## src/sv/utf8tv_pkg.sv

```systemverilog
`timescale 1ns / 1ps
// ----------------------------------------------------------------------------
// utf8tv_pkg: shared types and constants of the UTF-8 text validator
// Byte boundaries of strict UTF-8, the register reset value and the
// per-string sequence state that travels between the top level and the step.
// ----------------------------------------------------------------------------
package utf8tv_pkg;

  localparam int COUNT_WIDTH_DEF = 11;
  localparam int MAX_W           = 10;
  localparam logic [MAX_W-1:0] MAX_RESET = 10'd160;

  // Byte boundaries.
  localparam logic [7:0] BYTE_SPACE      = 8'h20;
  localparam logic [7:0] BYTE_DEL        = 8'h7F;
  localparam logic [7:0] LEAD2_LO        = 8'hC2;
  localparam logic [7:0] LEAD2_HI        = 8'hDF;
  localparam logic [7:0] LEAD3_LO        = 8'hE0;
  localparam logic [7:0] LEAD3_HI        = 8'hEF;
  localparam logic [7:0] LEAD4_LO        = 8'hF0;
  localparam logic [7:0] LEAD4_HI        = 8'hF4;
  localparam logic [7:0] LEAD_SURROGATE  = 8'hED;
  localparam logic [7:0] E0_SECOND_MIN   = 8'hA0;
  localparam logic [7:0] ED_SECOND_MAX   = 8'h9F;
  localparam logic [7:0] F0_SECOND_MIN   = 8'h90;
  localparam logic [7:0] F4_SECOND_MAX   = 8'h8F;

  // Continuation bytes still expected after each kind of lead byte.
  localparam logic [1:0] CONT_NONE  = 2'd0;
  localparam logic [1:0] CONT_TWO   = 2'd1;
  localparam logic [1:0] CONT_THREE = 2'd2;
  localparam logic [1:0] CONT_FOUR  = 2'd3;

  typedef struct packed {
    logic [1:0] cont_left;
    logic [7:0] lead_byte;
    logic       expect_second;
    logic       failed;
    logic       any_seen;
  } seq_state_t;

  localparam seq_state_t SEQ_CLEAR = '{cont_left: CONT_NONE, lead_byte: 8'h00,
                                       expect_second: 1'b0, failed: 1'b0,
                                       any_seen: 1'b0};

endpackage

```

## src/sv/utf8tv_step.sv

```systemverilog
`timescale 1ns / 1ps
// ----------------------------------------------------------------------------
// utf8tv_step: one byte of UTF-8 checking
// Takes the current sequence state and one item and returns the next state,
// the next code-point count and the verdict for a final item.
// ----------------------------------------------------------------------------
module utf8tv_step #(
  parameter int COUNT_WIDTH = utf8tv_pkg::COUNT_WIDTH_DEF
) (
  input  utf8tv_pkg::seq_state_t        state_cur,
  input  logic [COUNT_WIDTH-1:0]        count_cur,
  input  logic [utf8tv_pkg::MAX_W-1:0]  max_points,
  input  logic [7:0]                    text_byte,
  input  logic                          byte_present,
  input  logic                          last_item,
  output utf8tv_pkg::seq_state_t        state_nxt,
  output logic [COUNT_WIDTH-1:0]        count_nxt,
  output logic [COUNT_WIDTH-1:0]        count_upd,
  output logic                          text_valid
);

  localparam int CMP_W = (COUNT_WIDTH > utf8tv_pkg::MAX_W) ? COUNT_WIDTH : utf8tv_pkg::MAX_W;
  localparam logic [COUNT_WIDTH-1:0] COUNT_MAX = {COUNT_WIDTH{1'b1}};

  utf8tv_pkg::seq_state_t upd;
  logic [COUNT_WIDTH-1:0] cnt_upd;
  logic [COUNT_WIDTH-1:0] cnt_inc;
  logic                   point_done;
  logic                   bad;
  logic                   bad_second;

  assign cnt_inc  = (count_cur == COUNT_MAX) ? count_cur : count_cur + 1'b1;

  // The count after this byte, before any end-of-string clear.
  assign count_upd = cnt_upd;

  assign bad_second =
      (state_cur.lead_byte == utf8tv_pkg::LEAD3_LO &&
       text_byte < utf8tv_pkg::E0_SECOND_MIN) ||
      (state_cur.lead_byte == utf8tv_pkg::LEAD_SURROGATE &&
       text_byte > utf8tv_pkg::ED_SECOND_MAX) ||
      (state_cur.lead_byte == utf8tv_pkg::LEAD4_LO &&
       text_byte < utf8tv_pkg::F0_SECOND_MIN) ||
      (state_cur.lead_byte == utf8tv_pkg::LEAD4_HI &&
       text_byte > utf8tv_pkg::F4_SECOND_MAX);

  always_comb begin
    upd        = state_cur;
    point_done = 1'b0;
    bad        = 1'b0;
    if (byte_present) begin
      upd.any_seen = 1'b1;
      if (!state_cur.failed) begin
        if (state_cur.cont_left == utf8tv_pkg::CONT_NONE) begin
          priority if (text_byte <= utf8tv_pkg::BYTE_DEL) begin
            if (text_byte < utf8tv_pkg::BYTE_SPACE || text_byte == utf8tv_pkg::BYTE_DEL) begin
              bad = 1'b1;
            end else begin
              point_done = 1'b1;
            end
          end else if (text_byte >= utf8tv_pkg::LEAD2_LO && text_byte <= utf8tv_pkg::LEAD2_HI) begin
            upd.cont_left     = utf8tv_pkg::CONT_TWO;
            upd.lead_byte     = text_byte;
            upd.expect_second = 1'b1;
          end else if (text_byte >= utf8tv_pkg::LEAD3_LO && text_byte <= utf8tv_pkg::LEAD3_HI) begin
            upd.cont_left     = utf8tv_pkg::CONT_THREE;
            upd.lead_byte     = text_byte;
            upd.expect_second = 1'b1;
          end else if (text_byte >= utf8tv_pkg::LEAD4_LO && text_byte <= utf8tv_pkg::LEAD4_HI) begin
            upd.cont_left     = utf8tv_pkg::CONT_FOUR;
            upd.lead_byte     = text_byte;
            upd.expect_second = 1'b1;
          end else begin
            bad = 1'b1;
          end
        end else if (text_byte[7:6] != 2'b10) begin
          bad = 1'b1;
        end else if (state_cur.expect_second && bad_second) begin
          bad = 1'b1;
        end else begin
          upd.expect_second = 1'b0;
          upd.cont_left     = state_cur.cont_left - 2'd1;
          point_done        = (state_cur.cont_left == utf8tv_pkg::CONT_TWO);
        end
      end
    end

    cnt_upd = count_cur;
    if (point_done) begin
      cnt_upd = cnt_inc;
      if (CMP_W'(cnt_inc) > CMP_W'(max_points)) begin
        bad = 1'b1;
      end
    end
    upd.failed = upd.failed | bad;

    text_valid = !upd.failed && upd.any_seen && (upd.cont_left == utf8tv_pkg::CONT_NONE);

    if (last_item) begin
      state_nxt = utf8tv_pkg::SEQ_CLEAR;
      count_nxt = '0;
    end else begin
      state_nxt = upd;
      count_nxt = cnt_upd;
    end
  end

endmodule

```

## src/sv/utf8_text_validator_unit.sv

```systemverilog
`timescale 1ns / 1ps
// ----------------------------------------------------------------------------
// utf8_text_validator_unit: strict UTF-8 text checker, one byte per clock unless a final item stalls
// Checks a byte stream for strict UTF-8 printable text, counts code points
// against a programmable limit and reports one verdict per string.
// ----------------------------------------------------------------------------
//
//   Channel  Direction  tdata / tuser / tlast                       Handshake
//   in_      slave      text_byte / byte_present / last_item         tvalid, tready
//   out_     master     {code_points, text_valid} / none / none      tvalid, tready
//   cfg_     write      cfg_wr_data = max_code_points                cfg_wr_en
//
// One input transaction per clock while no final item stalls: a transaction
// lands in the input register and is checked there against the per-string
// state. A final item's verdict goes from the input register into the result
// register, which drives out_tvalid.
// Only a final item stalls: it waits in the input register, and blocks the
// input, while the previous verdict is still unaccepted.
// rst_n (synchronous) clears both valid flags, the state and the count, and
// sets the limit to 160.
//
module utf8_text_validator_unit #(
  parameter int COUNT_WIDTH = utf8tv_pkg::COUNT_WIDTH_DEF
) (
  input  logic                         clk,
  input  logic                         rst_n,
  // Input stream.
  input  logic                         in_tvalid,
  output logic                         in_tready,
  input  logic [7:0]                   in_tdata,   // [7:0] text_byte
  input  logic                         in_tuser,   // [0] byte_present
  input  logic                         in_tlast,   // last_item
  // Result stream.
  output logic                         out_tvalid,
  input  logic                         out_tready,
  output logic [((COUNT_WIDTH+8)/8)*8-1:0] out_tdata, // [0] text_valid, then code_points
  // Configuration.
  input  logic                         cfg_wr_en,
  input  logic [utf8tv_pkg::MAX_W-1:0] cfg_wr_data  // max_code_points
);

  // Input register.
  logic       in_valid_r;
  logic [7:0] in_byte_r;
  logic       in_present_r;
  logic       in_last_r;

  // Per-string state and the limit register.
  utf8tv_pkg::seq_state_t        state_r;
  utf8tv_pkg::seq_state_t        state_nxt;
  logic [COUNT_WIDTH-1:0]        count_r;
  logic [COUNT_WIDTH-1:0]        count_nxt;
  logic [COUNT_WIDTH-1:0]        count_upd;
  logic [utf8tv_pkg::MAX_W-1:0]  max_r;

  // Result register.
  logic                   out_valid_r;
  logic                   out_text_valid_r;
  logic [COUNT_WIDTH-1:0] out_count_r;

  logic step_valid;
  logic advance;

  // The held item moves through the checker unless it is a final item and
  // the result register is still occupied by a verdict nobody took.
  assign advance   = in_valid_r && (!in_last_r || !out_valid_r || out_tready);
  assign in_tready = !in_valid_r || advance;

  utf8tv_step #(
    .COUNT_WIDTH (COUNT_WIDTH)
  ) u_step (
    .state_cur    (state_r),
    .count_cur    (count_r),
    .max_points   (max_r),
    .text_byte    (in_byte_r),
    .byte_present (in_present_r),
    .last_item    (in_last_r),
    .state_nxt    (state_nxt),
    .count_nxt    (count_nxt),
    .count_upd    (count_upd),
    .text_valid   (step_valid)
  );

  always_ff @(posedge clk) begin
    if (!rst_n) begin
      in_valid_r <= 1'b0;
    end else if (in_tready) begin
      in_valid_r <= in_tvalid;
    end
  end

  always_ff @(posedge clk) begin
    if (in_tvalid && in_tready) begin
      in_byte_r    <= in_tdata;
      in_present_r <= in_tuser;
      in_last_r    <= in_tlast;
    end
  end

  always_ff @(posedge clk) begin
    if (!rst_n) begin
      max_r <= utf8tv_pkg::MAX_RESET;
    end else if (cfg_wr_en) begin
      max_r <= cfg_wr_data;
    end
  end

  always_ff @(posedge clk) begin
    if (!rst_n) begin
      state_r <= utf8tv_pkg::SEQ_CLEAR;
      count_r <= '0;
    end else if (advance) begin
      state_r <= state_nxt;
      count_r <= count_nxt;
    end
  end

  // The verdict uses the count before the end-of-string clear.
  always_ff @(posedge clk) begin
    if (!rst_n) begin
      out_valid_r <= 1'b0;
    end else if (advance && in_last_r) begin
      out_valid_r <= 1'b1;
    end else if (out_tready) begin
      out_valid_r <= 1'b0;
    end
  end

  always_ff @(posedge clk) begin
    if (advance && in_last_r) begin
      out_text_valid_r <= step_valid;
      out_count_r      <= count_upd;
    end
  end

  assign out_tvalid = out_valid_r;

  always_comb begin
    out_tdata                = '0;
    out_tdata[0]             = out_text_valid_r;
    out_tdata[COUNT_WIDTH:1] = out_count_r;
  end

endmodule

```

## config.mk

```make
export PLATFORM = sky130hd
export DESIGN_NAME = utf8_text_validator_unit
export DESIGN_NICKNAME = d
export VERILOG_FILES = /design/src/sv/utf8tv_pkg.sv /design/src/sv/utf8tv_step.sv /design/src/sv/utf8_text_validator_unit.sv
export SDC_FILE = /design/constraint.sdc
export NUM_CORES = 1
export LEC_CHECK = 0
export ABC_AREA = 1
export BUFFER_PORTS_ARGS = -buffer_cell sky130_fd_sc_hd__clkbuf_2
export CAP_MARGIN = 0
export CORE_ASPECT_RATIO = 1.1
export CORE_MARGIN = 2
export CORE_UTILIZATION = 55
export CTS_CLUSTER_DIAMETER = 40
export CTS_CLUSTER_SIZE = 16
export DETAILED_ROUTE_END_ITERATION = 12
export MAX_ROUTING_LAYER = met4
export PLACE_DENSITY = 0.77
export SYNTH_ARGS = -nofsm -noshare
export SYNTH_HDL_FRONTEND = slang
export SYNTH_SLANG_ARGS = --single-unit
```

## constraint.sdc

```tcl
create_clock -name clk -period 7.3 [get_ports clk]
set_input_delay 0.73 -clock clk [delete_from_list [all_inputs] [get_ports clk]]
set_output_delay 0.73 -clock clk [all_outputs]
set_load 0.01 [all_outputs]
```

* After elaboration in Yosys (flattened, before gate mapping) *
Index checks and enable logic that the tools add are counted.

word-level totals
  register bits = 58
  input bits = 25
  output and inout bits = 18
  word-level logic and storage cells = 115

cells by class
  add/sub/neg operators = 2
  magnitude comparators = 13
  eq/ne operators = 14
  muxes and demuxes = 39
  bitwise gates (word level) = 1
  reduce and logical (&&, ||, !) cells = 32

operator list
  kind                   number
  $mux 11                9
  $eq 8x8->1 const B     4
  $mux 1                 25
  $ge 8x8->1 const B     3
  $le 8x8->1 const B     3
  $gt 8x8->1 const B     2
  $lt 8x8->1 const B     2
  $logic_and 1x1->1      13
  $mux 13                1
  $add 11x1->11 const B  1
  $eq 11x11->1 const B   1
  $gt 11x10->1           1
  $eq 8x7->1 const B     1
  $le 8x7->1 const B     1
  $lt 8x6->1 const B     1
  $mux 8                 1
  $logic_or 1x1->1       7
  $reduce_and 7->1       1
  $mux 2                 3
  $ne 2x2->1 const B     3
  $ne 3x2->1 const B     2
  $reduce_and 6->1       1
  $reduce_bool 2->1      3
  $ne 5x5->1 const B     1
  7 further kinds        11

* Depth between registers and ports, before layout *
Gate-level depths: netlist of the first run.

  depth after elaboration = 17
  gate-level depth with buffers = 25

* Hierarchy *
From an unflattened synthesis of the first run, not the netlist that was laid out.

second synthesis, totals
  cell total of the unflattened synthesis = 512
  area, all modules = 3718.6 µm²

modules (own cells, without submodules)
  module                    times used  cells an instance  area each (µm²)  sequential area each (µm²)
  utf8_text_validator_unit  1           244                2247.2           1381.3
  utf8tv_step               1           268                1471.4           0.0

* Worst setup path before layout of the first run *
No wires, ideal clock.

  kind = reg-to-reg
  start point = register count_r[0]
  end point = register out_text_valid_r, data pin
  library setup time = 0.256 ns
  arrival time = 2.299 ns
  required time = 7.044 ns
  slack = 4.745 ns
  stages on the path, launching flop included = 25
  path buffers = 0
  period minus slack after synthesis = 2.555 ns
  path through = dfxtp_1 ha_1 nand2_2 nor2_4 nand3_4 nor3_4 nand2_4 clkinv_4 or2_2 o21ai_2 inv_1 ha_1 nand3_1 nand2_1 nand2_1 nand2_1 nand2_1 nand2_1 nand2_1 nand2_1 nand2_1 nand2_1 nand2_1 o211ai_1 nor2_1

on the way
  word-level cells in the longest chain between the ends = 9
  elaborated cells between the ends (all ways) = 10
  those cells by class = add/sub (1); order compare (1); eq/ne (1); mux (3); bitwise (1); reduce/logical (3)

ends and longest elaborated chain
  what                                           line                             text
  start: declaration                             utf8_text_validator_unit.sv:51   logic [COUNT_WIDTH-1:0] count_r;
  start signal: assignment                       utf8_text_validator_unit.sv:114  count_r <= count_nxt;
  $add 11x1->11 or $eq 11x11->1 (tied branches)  utf8tv_step.sv:32                assign cnt_inc = (count_cur == COUNT_MAX) ? count_cur : count_cur + 1'b1;
  $mux 11 *                                      utf8tv_step.sv:32
  $gt 11x10->1 *                                 utf8tv_step.sv:91                if (CMP_W'(cnt_inc) > CMP_W'(max_points)) begin
  $mux 1 *                                       utf8tv_step.sv:91
  $mux 1 *                                       utf8tv_step.sv:89                if (point_done) begin
  $or 1x1->1 *                                   utf8tv_step.sv:95                upd.failed = upd.failed | bad;
  $logic_not 1->1 *                              utf8tv_step.sv:97                text_valid = !upd.failed && upd.any_seen && (upd.cont_left == utf8tv_pkg::CONT_NONE);
  $logic_and 1x1->1 * (2 in a row)               utf8tv_step.sv:97
  named net step_valid                           utf8_text_validator_unit.sv:61   logic step_valid;
  end signal: assignment                         utf8_text_validator_unit.sv:131  out_text_valid_r <= step_valid;
  end: declaration                               utf8_text_validator_unit.sv:58   logic out_text_valid_r;

The timed path passes the listed nets; every way through them passes the cells marked *.
A chain may end at the register's enable or synchronous reset.

* Final worst setup path of the first run *
  start point = register count_r[1]
  end point = register out_text_valid_r, data pin

The elaborated chain is that of the path after synthesis.

==> metrics.txt, run 1 <==
outcome=completed; final wirelength=6870 um; Highest Clock Rate=344 MHz; number of global-route vias before repair=between 2000 and 3000; Final Skew=0.0134 ns; core area=5470 sq um; final setup vio count=0; routing usage on met2=0.433; crit-path max FO=7; worst skew pair latency=0.36 ns; GRT Overall Usage=0.239; Int Pwr=0.000590 W; FF/Latch Area=about 1400 sq um; maxcap violations=0; die width=76.3 um; Combinational Power Share=0.089; RSZ-0062 raised after global routing=false; # rows=28; io pins=43; most frequent cells in the layout=nand2_1 (98), inv_1 (62), a21oi_1 (43); CTS tree=yes; largest net degree at the start of global routing=23; Reg clk slew, reported paths=approximately 0.070 ns; post-placement cell count=516; Hold WS=0.465 ns; Synth Instances=between 400 and 500; Post-CTS Hold Fix Bufs=0; Starting Density=0.578; Via-to-Cell Ratio=5.11; Switching Share=0.239; Netlist Area Pre-Place=3160 sq um; CTS Buf Count=9; CTS Root Cell=clkbuf_8; fraction of layout cells with a size suffix above 1=0.173; DR pass1 iterations=4; final antenna-violating net count=0; Remaining Overflow, GRT=0; Iter 0 DRT Violations=153; crit path time final=roughly 2.9 ns; Mean Syn Cell Area=7.65 sq um; maximum clock path buffer count=2; Nets=490; die area=6370 sq um; GR peak layer=met2; Reg-to-Reg Start=count_r[1]$_SDFFE_PN0P_; worst min-delay path class=flop to flop; worst path arrival time=3.01 ns; antenna cells=0; PortBufs=38; most common cell after layout, fill and taps aside=nand2_1; startpoint class of the critical path=flop; Pleak=between 1.5 and 2 nW; sequential share of the synthesized area=0.437; final hold viol count=0; Multi-input gate area=1460 sq um; grt met3 use=0.0433; TNS Setup=0 ns; GRT met1 Usage=0.250; worst vdd ir=0.000148 V; # fillers=457; Synth cell types=33; share of power burned in registers=0.461; sw power=0.000185 W; gp weighted congestion=approximately 0.95; Final Non-Filler Cells=532; R2R cell count=22; Worst Setup SP=count_r[1]$_SDFFE_PN0P_; Synth warnings=0; Die Ht=83.5 um; DR DRC count=0; initial antenna violation count=0; placed inst area=3380 sq um; Resize count post-CTS=0; CP Capture Type=flop; H-tree level count=3; postcts setup bufs=0; pwr dens=214 nW/um^2; post-DP HPWL=5000 um; via count=2719; wire per inst=12.9 um; clock group share of total power=0.450; first-pass GRT wire length=11700 um; area grow syn2layout=14.6%; Tcrit/Tclk final=0.398; critical path type=flop to flop; RR Endpoint=out_text_valid_r$_DFFE_PP_; Relative slew margins=0.301; clock tree sinks=a little under 60; CP Capture Point=out_text_valid_r$_DFFE_PP_; post-synthesis register bit count=58; R2R Setup Slk=4.40 ns; Finished Cell Area=3620 sq um; WHS Path Cells=2; data required time at the worst endpoint=roughly 7.4 ns; Final Max Slew Viols=0; Slew @ Worst Pin=1.04 ns
## flip-flops by register name, indices dropped and copies added (netlist names)
signal and cells:
count_r 11, in_byte_r 8, in_last_r 1, in_present_r 1, in_valid_r 1, max_r 10, out_count_r 11, out_text_valid_r 1
out_tvalid 1, state_r 13
## worst min path at each step
stage	startpoint	endpoint
floorplan	state_r[0]$_SDFFE_PN0P_	state_r[0]$_SDFFE_PN0P_
CTS	state_r[4]$_SDFFE_PN0P_	state_r[4]$_SDFFE_PN0P_
finish	state_r[4]$_SDFFE_PN0P_	state_r[4]$_SDFFE_PN0P_
global placement	state_r[0]$_SDFFE_PN0P_	state_r[0]$_SDFFE_PN0P_
detailed placement	state_r[4]$_SDFFE_PN0P_	state_r[4]$_SDFFE_PN0P_
global route	max_r[1]$_SDFFE_PN0P_	max_r[1]$_SDFFE_PN0P_
## critical path, cell delays in order, from the launching register on
cell      delay [ns]
dfxtp_1         0.42
ha_1            0.22
nand2_2         0.08
nor2_4          0.14
nand3_4         0.10
nor3_4          0.21
nand2_4         0.14
o21ai_2         0.18
inv_1           0.06
ha_1            0.29
nand3_1         0.08
nand2_1         0.09
nand2_1         0.06
nand2_1         0.06
nand2_1         0.05
nand2_1         0.05
nand2_1         0.04
nand2_1         0.05
nand2_1         0.05
nand2_1         0.05
nand2_1         0.07
o211ai_1        0.13
nor2_1          0.06
## cell usage after synthesis
master	count	area (sq um)
clkbuf_1	6	22.5
and2_1	10	62.6
o21ai_0	17	85.1
a211oi_1	2	15.0
nand2_4	1	11.3
nand3_2	2	20.0
clkinv_4	1	8.76
inv_1	62	233
or2_2	3	18.8
buf_4	7	52.6
dfxtp_1	36	721
conb_1	1	3.75
edfxtp_1	22	661
a21oi_1	43	215
nor3_4	1	16.3
a31oi_1	1	6.26
o211ai_1	1	7.51
nand2_1	98	368
nor3_2	2	20.0
a21oi_2	1	8.76
nor3_1	2	10.0
nor2_1	29	109
ha_1	13	163
nand3_1	24	120
nand2_2	4	25.0
o21ai_2	3	26.3
nand3b_1	1	7.51
inv_2	4	15.0
o21ai_1	2	10.0
xor2_1	4	35.0
nand3_4	1	17.5
nor2_4	2	22.5
nand4_1	7	43.8
## final cells by class
cell class	instances	area share
timing repair buffer	38	0.0525
sequential	58	0.381
multi-input combinational	278	0.403
clock inverter	3	0.0111
inverter	67	0.0708
tap	75	0.0259
clock buffer	13	0.0556
## per-stage QoR
step | setup WS (ns) | utilization | total power [W]
2_1_floorplan | 4.75 | - | 0.000413
3_3_place_gp | 4.58 | 0.619 | 0.000431
3_5_place_dp | 4.43 | 0.619 | 0.000433
4_1_cts | 4.40 | 0.663 | 0.000778
5_1_grt | 4.11 | 0.663 | 0.000807
6_report | 4.40 | 0.663 | 0.000776
## metal layers
layer	vias to the layer above	share of wire
li1	1398	-
met1	1237	0.40
met2	66	0.53
met5	-	0
met3	18	0.045
met4	0	0.027
## power by group through the flow
| stage | clock [W] | sequential (W) | combinational, W |
|---|---|---|---|
| 6_report | 0.000349 | 0.000358 | 0.0000687 |
| 5_1_grt | 0.000369 | 0.000359 | 0.0000785 |
| 4_1_cts | 0.000351 | 0.000358 | 0.0000688 |
| 3_5_place_dp | 0 | 0.000365 | 0.0000685 |
| 3_3_place_gp | 0 | 0.000364 | 0.0000664 |
| 2_1_floorplan | 0 | 0.000364 | 0.0000492 |
## logic make-up (layout without fill, tap and decap cells)
family          Yosys count  after routing  share of synthesized area
xor+xnor                  4              4                     0.0111
other cells               1              4                    0.00119
compound gates           70             70                      0.118
buf+inv                  80            121                      0.105
fa+ha+maj                13             13                     0.0515
simple gates            187            187                      0.276
flops                    58             58                      0.437
No activity file was read; power rests on OpenSTA's default activity.
==> run 2: changes to the inputs <==
- clock period: 7.3 -> 2.85 ns (I/O delays scaled with it)
==> run 2 against run 1 <==
Maximum frequency grew 3.8%. Sequential power grew to 2.6 times the previous value. Sequential share of layout area shrank 0.81 points. Core utilization grew 1.8 points.
==> metrics.txt, run 2 (synthesis gave the netlist of run 1 again) <==
outcome=completed; biggest regs=state_r x13, count_r x11, out_count_r x11; Hold Path Sink=in_byte_r[0]$_DFFE_PP_; WHS Path Cells=1 (-1); Starting Density=0.578 (unchanged); post-DP HPWL=4930 um (-1.4%); CP max-delay cell=dfxtp_4; placed inst area=3400 sq um (+0.67%); maximum clock path buffer count=2 (unchanged); Tcrit/Tclk final=0.982 (+0.584); fraction of layout cells with a size suffix above 1=0.206 (+0.0327); CTS Buf Count=9 (unchanged); Die Ht=83.5 um (unchanged); antenna cells=0 (unchanged); H-tree level count=3 (unchanged); GRT Overall Usage=0.234 (-0.00536); area grow syn2layout=17.7%; post-placement cell count=519 (+0.58%); worst min-delay path class=input pin to flop; RSZ-0062 raised after global routing=true; wire per inst=13.1 um (+1.7%); CP Buf/Inv Count=2 (+1); Slew @ Worst Pin=0.833 ns (-0.211 ns); Final Max Slew Viols=0 (unchanged); final hold viol count=0 (unchanged); clock tree sinks=58 (unchanged); pwr dens=495 nW/um^2 (+130%); Highest Clock Rate=357 MHz (+3.8%); via count=2781 (+2.3%); Hold Startpoint=in_tdata[0]; slowest stage delay, CP=0.38 ns (-0.04 ns); final antenna-violating net count=0 (unchanged); Reg clk slew, reported paths=0.07 ns (about the same); Final Non-Filler Cells=542 (+1.9%); RR Endpoint=out_text_valid_r$_DFFE_PP_; max reg flops=13 (unchanged); Iter 0 DRT Violations=216 (+41%); CTS tree=yes; CTS Root Cell=clkbuf_8; worst path arrival time=2.90 ns (-0.11 ns); Multi-input gate area=1530 sq um (+4.8%); most frequent cells in the layout=nand2_1 (96), inv_1 (61), a21oi_1 (41); most common cell after layout, fill and taps aside=nand2_1; largest net degree at the start of global routing=23 (unchanged); Post-CTS Hold Fix Bufs=0 (unchanged); data required time at the worst endpoint=2.95 ns (-4.46 ns); Combinational Power Share=0.102 (+0.013); R2R cell count=23 (+4.5%); gp weighted congestion=0.933 (-2.1%); CP delay by family, top=simple AND/OR/NAND/NOR gates; Worst Setup SP=count_r[1]$_SDFFE_PN0P_; first-pass GRT wire length=11400 um (-2.3%); Reg-to-Reg Start=count_r[1]$_SDFFE_PN0P_; startpoint class of the critical path=flop; Relative slew margins=0.444 (+0.143); io pins=43 (unchanged); Finished Cell Area=3720 sq um (+2.7%); critical path type=flop to flop; worst vdd ir=0.000435 V (+190%); final wirelength=7120 um (+3.6%); DR DRC count=0 (unchanged); crit-path max FO=7 (unchanged); core area=5470 sq um (unchanged); most frequent CP cell=nand2_1; share of power burned in registers=0.497 (+0.036); initial antenna violation count=0 (unchanged); sw power=0.000457 W (+150%); final setup vio count=0 (unchanged); R2R Setup Slk=0.05 ns (-4.34 ns); FF/Latch Area=1390 sq um (+0.54%); Largest Register=state_r; maxcap violations=0 (unchanged); worst skew pair latency=0.35 ns (about the same); Nets=500 (+2.0%); die area=6370 sq um (unchanged); Int Pwr=0.00138 W (+130%); Switching Share=0.248 (+0.00933); Remaining Overflow, GRT=0 (unchanged); # rows=28 (unchanged); # fillers=453 (-0.88%); crit path time final=2.80 ns (-0.107 ns); clock group share of total power=0.400 (-0.050); die width=76.3 um (unchanged); crit-path cells=ha_4 > nand2_4 > nor2_4 > nand3_4 > nor3_4 > nand2_4 > xor2_1 > inv_1 > ha_1 > inv_1 > nand3_2 > nand2_1 > nand2_1 > nand2_1 > nand2_1 > nand2_1 > nand2_1 > nand2_1 > nand2_1 > nand2_1 > nand2_2 > o211ai_1 > nor2_1; Hold WS=0.114 ns (-0.351 ns); number of global-route vias before repair=2596 (-2.8%); DR pass1 iterations=5 (+1); Final Skew=0.00951 ns (-0.00392 ns); CP Capture Type=flop; Pleak=1.76 nW (+2.2%); PortBufs=38 (unchanged); Via-to-Cell Ratio=5.13 (+0.39%)
==> run 2: cell count changes in the layout (fill, tap and decap cells not counted), sizes merged <==
cell / previous run / this run
clkbuf: 51 / 50
clkinv: 3 / 4
buf: 0 / 10
==> run 2: power groups by stage <==
stage	Sequential, W	Combinational [W]	Clock (W)
finish	0.000915	0.000188	0.000737
global route	0.000919	0.000212	0.000783
CTS	0.000916	0.000178	0.000747
detailed placement	0.000934	0.000178	0
global placement	0.000933	0.000174	0
floorplan	0.000932	0.000126	0
==> run 2: per-stage QoR <==
stage,power (W),util,TNS [ns],setup WS [ns]
2_1_floorplan,0.00106,-,0,0.295
3_3_place_gp,0.00111,0.623,0,0.165
3_5_place_dp,0.00111,0.623,0,0.0787
4_1_cts,0.00184,0.657,0,0.0608
5_1_grt,0.00191,0.681,-0.236,-0.132
6_report,0.00184,0.681,0,0.0527
==> run 2: final cells by class <==
| type | instances | area share |
|---|---|---|
| well taps | 75 | 0.0252 |
| repair buffers | 48 | 0.0713 |
| inverters | 67 | 0.0689 |
| clock buffers | 12 | 0.0390 |
| multi-input cells | 278 | 0.411 |
| flip-flops and latches | 58 | 0.373 |
| clock inverters | 4 | 0.0114 |
==> run 2: repair_timing <==
action	CTS	global route
hold endpoints to repair	0	0
resized for setup	0	17
setup buffers	0	7
setup endpoints to repair	0	2
==> run 2: routing by layer <==
| metal | vias up | global-route usage | part of all wire |
|---|---|---|---|
| li1 | 1422 | - | - |
| met5 | - | - | 0 |
| met4 | 0 | 0.111 | 0.020 |
| met2 | 82 | 0.405 | 0.52 |
| met3 | 14 | 0.0519 | 0.055 |
| met1 | 1263 | 0.255 | 0.40 |
==> run 2: worst max path at each step <==
stage / to / cells after the start
5_1_grt: out_text_valid_r$_DFFE_PP_ / 23
3_3_place_gp: out_text_valid_r$_DFFE_PP_ / 24
4_1_cts: out_text_valid_r$_DFFE_PP_ / 22
3_5_place_dp: out_text_valid_r$_DFFE_PP_ / 22
6_report: out_text_valid_r$_DFFE_PP_ / 23
2_1_floorplan: out_text_valid_r$_DFFE_PP_ / 24
==> run 2: worst register-to-register path: cells and delay by family, from the launching register on <==
family | cells | cell delay, ns
simple gates | 17 | 1.42
flops | 1 | 0.38
fa+ha+maj | 2 | 0.34
xor+xnor | 1 | 0.18
buf+inv | 2 | 0.16
compound gates | 1 | 0.08
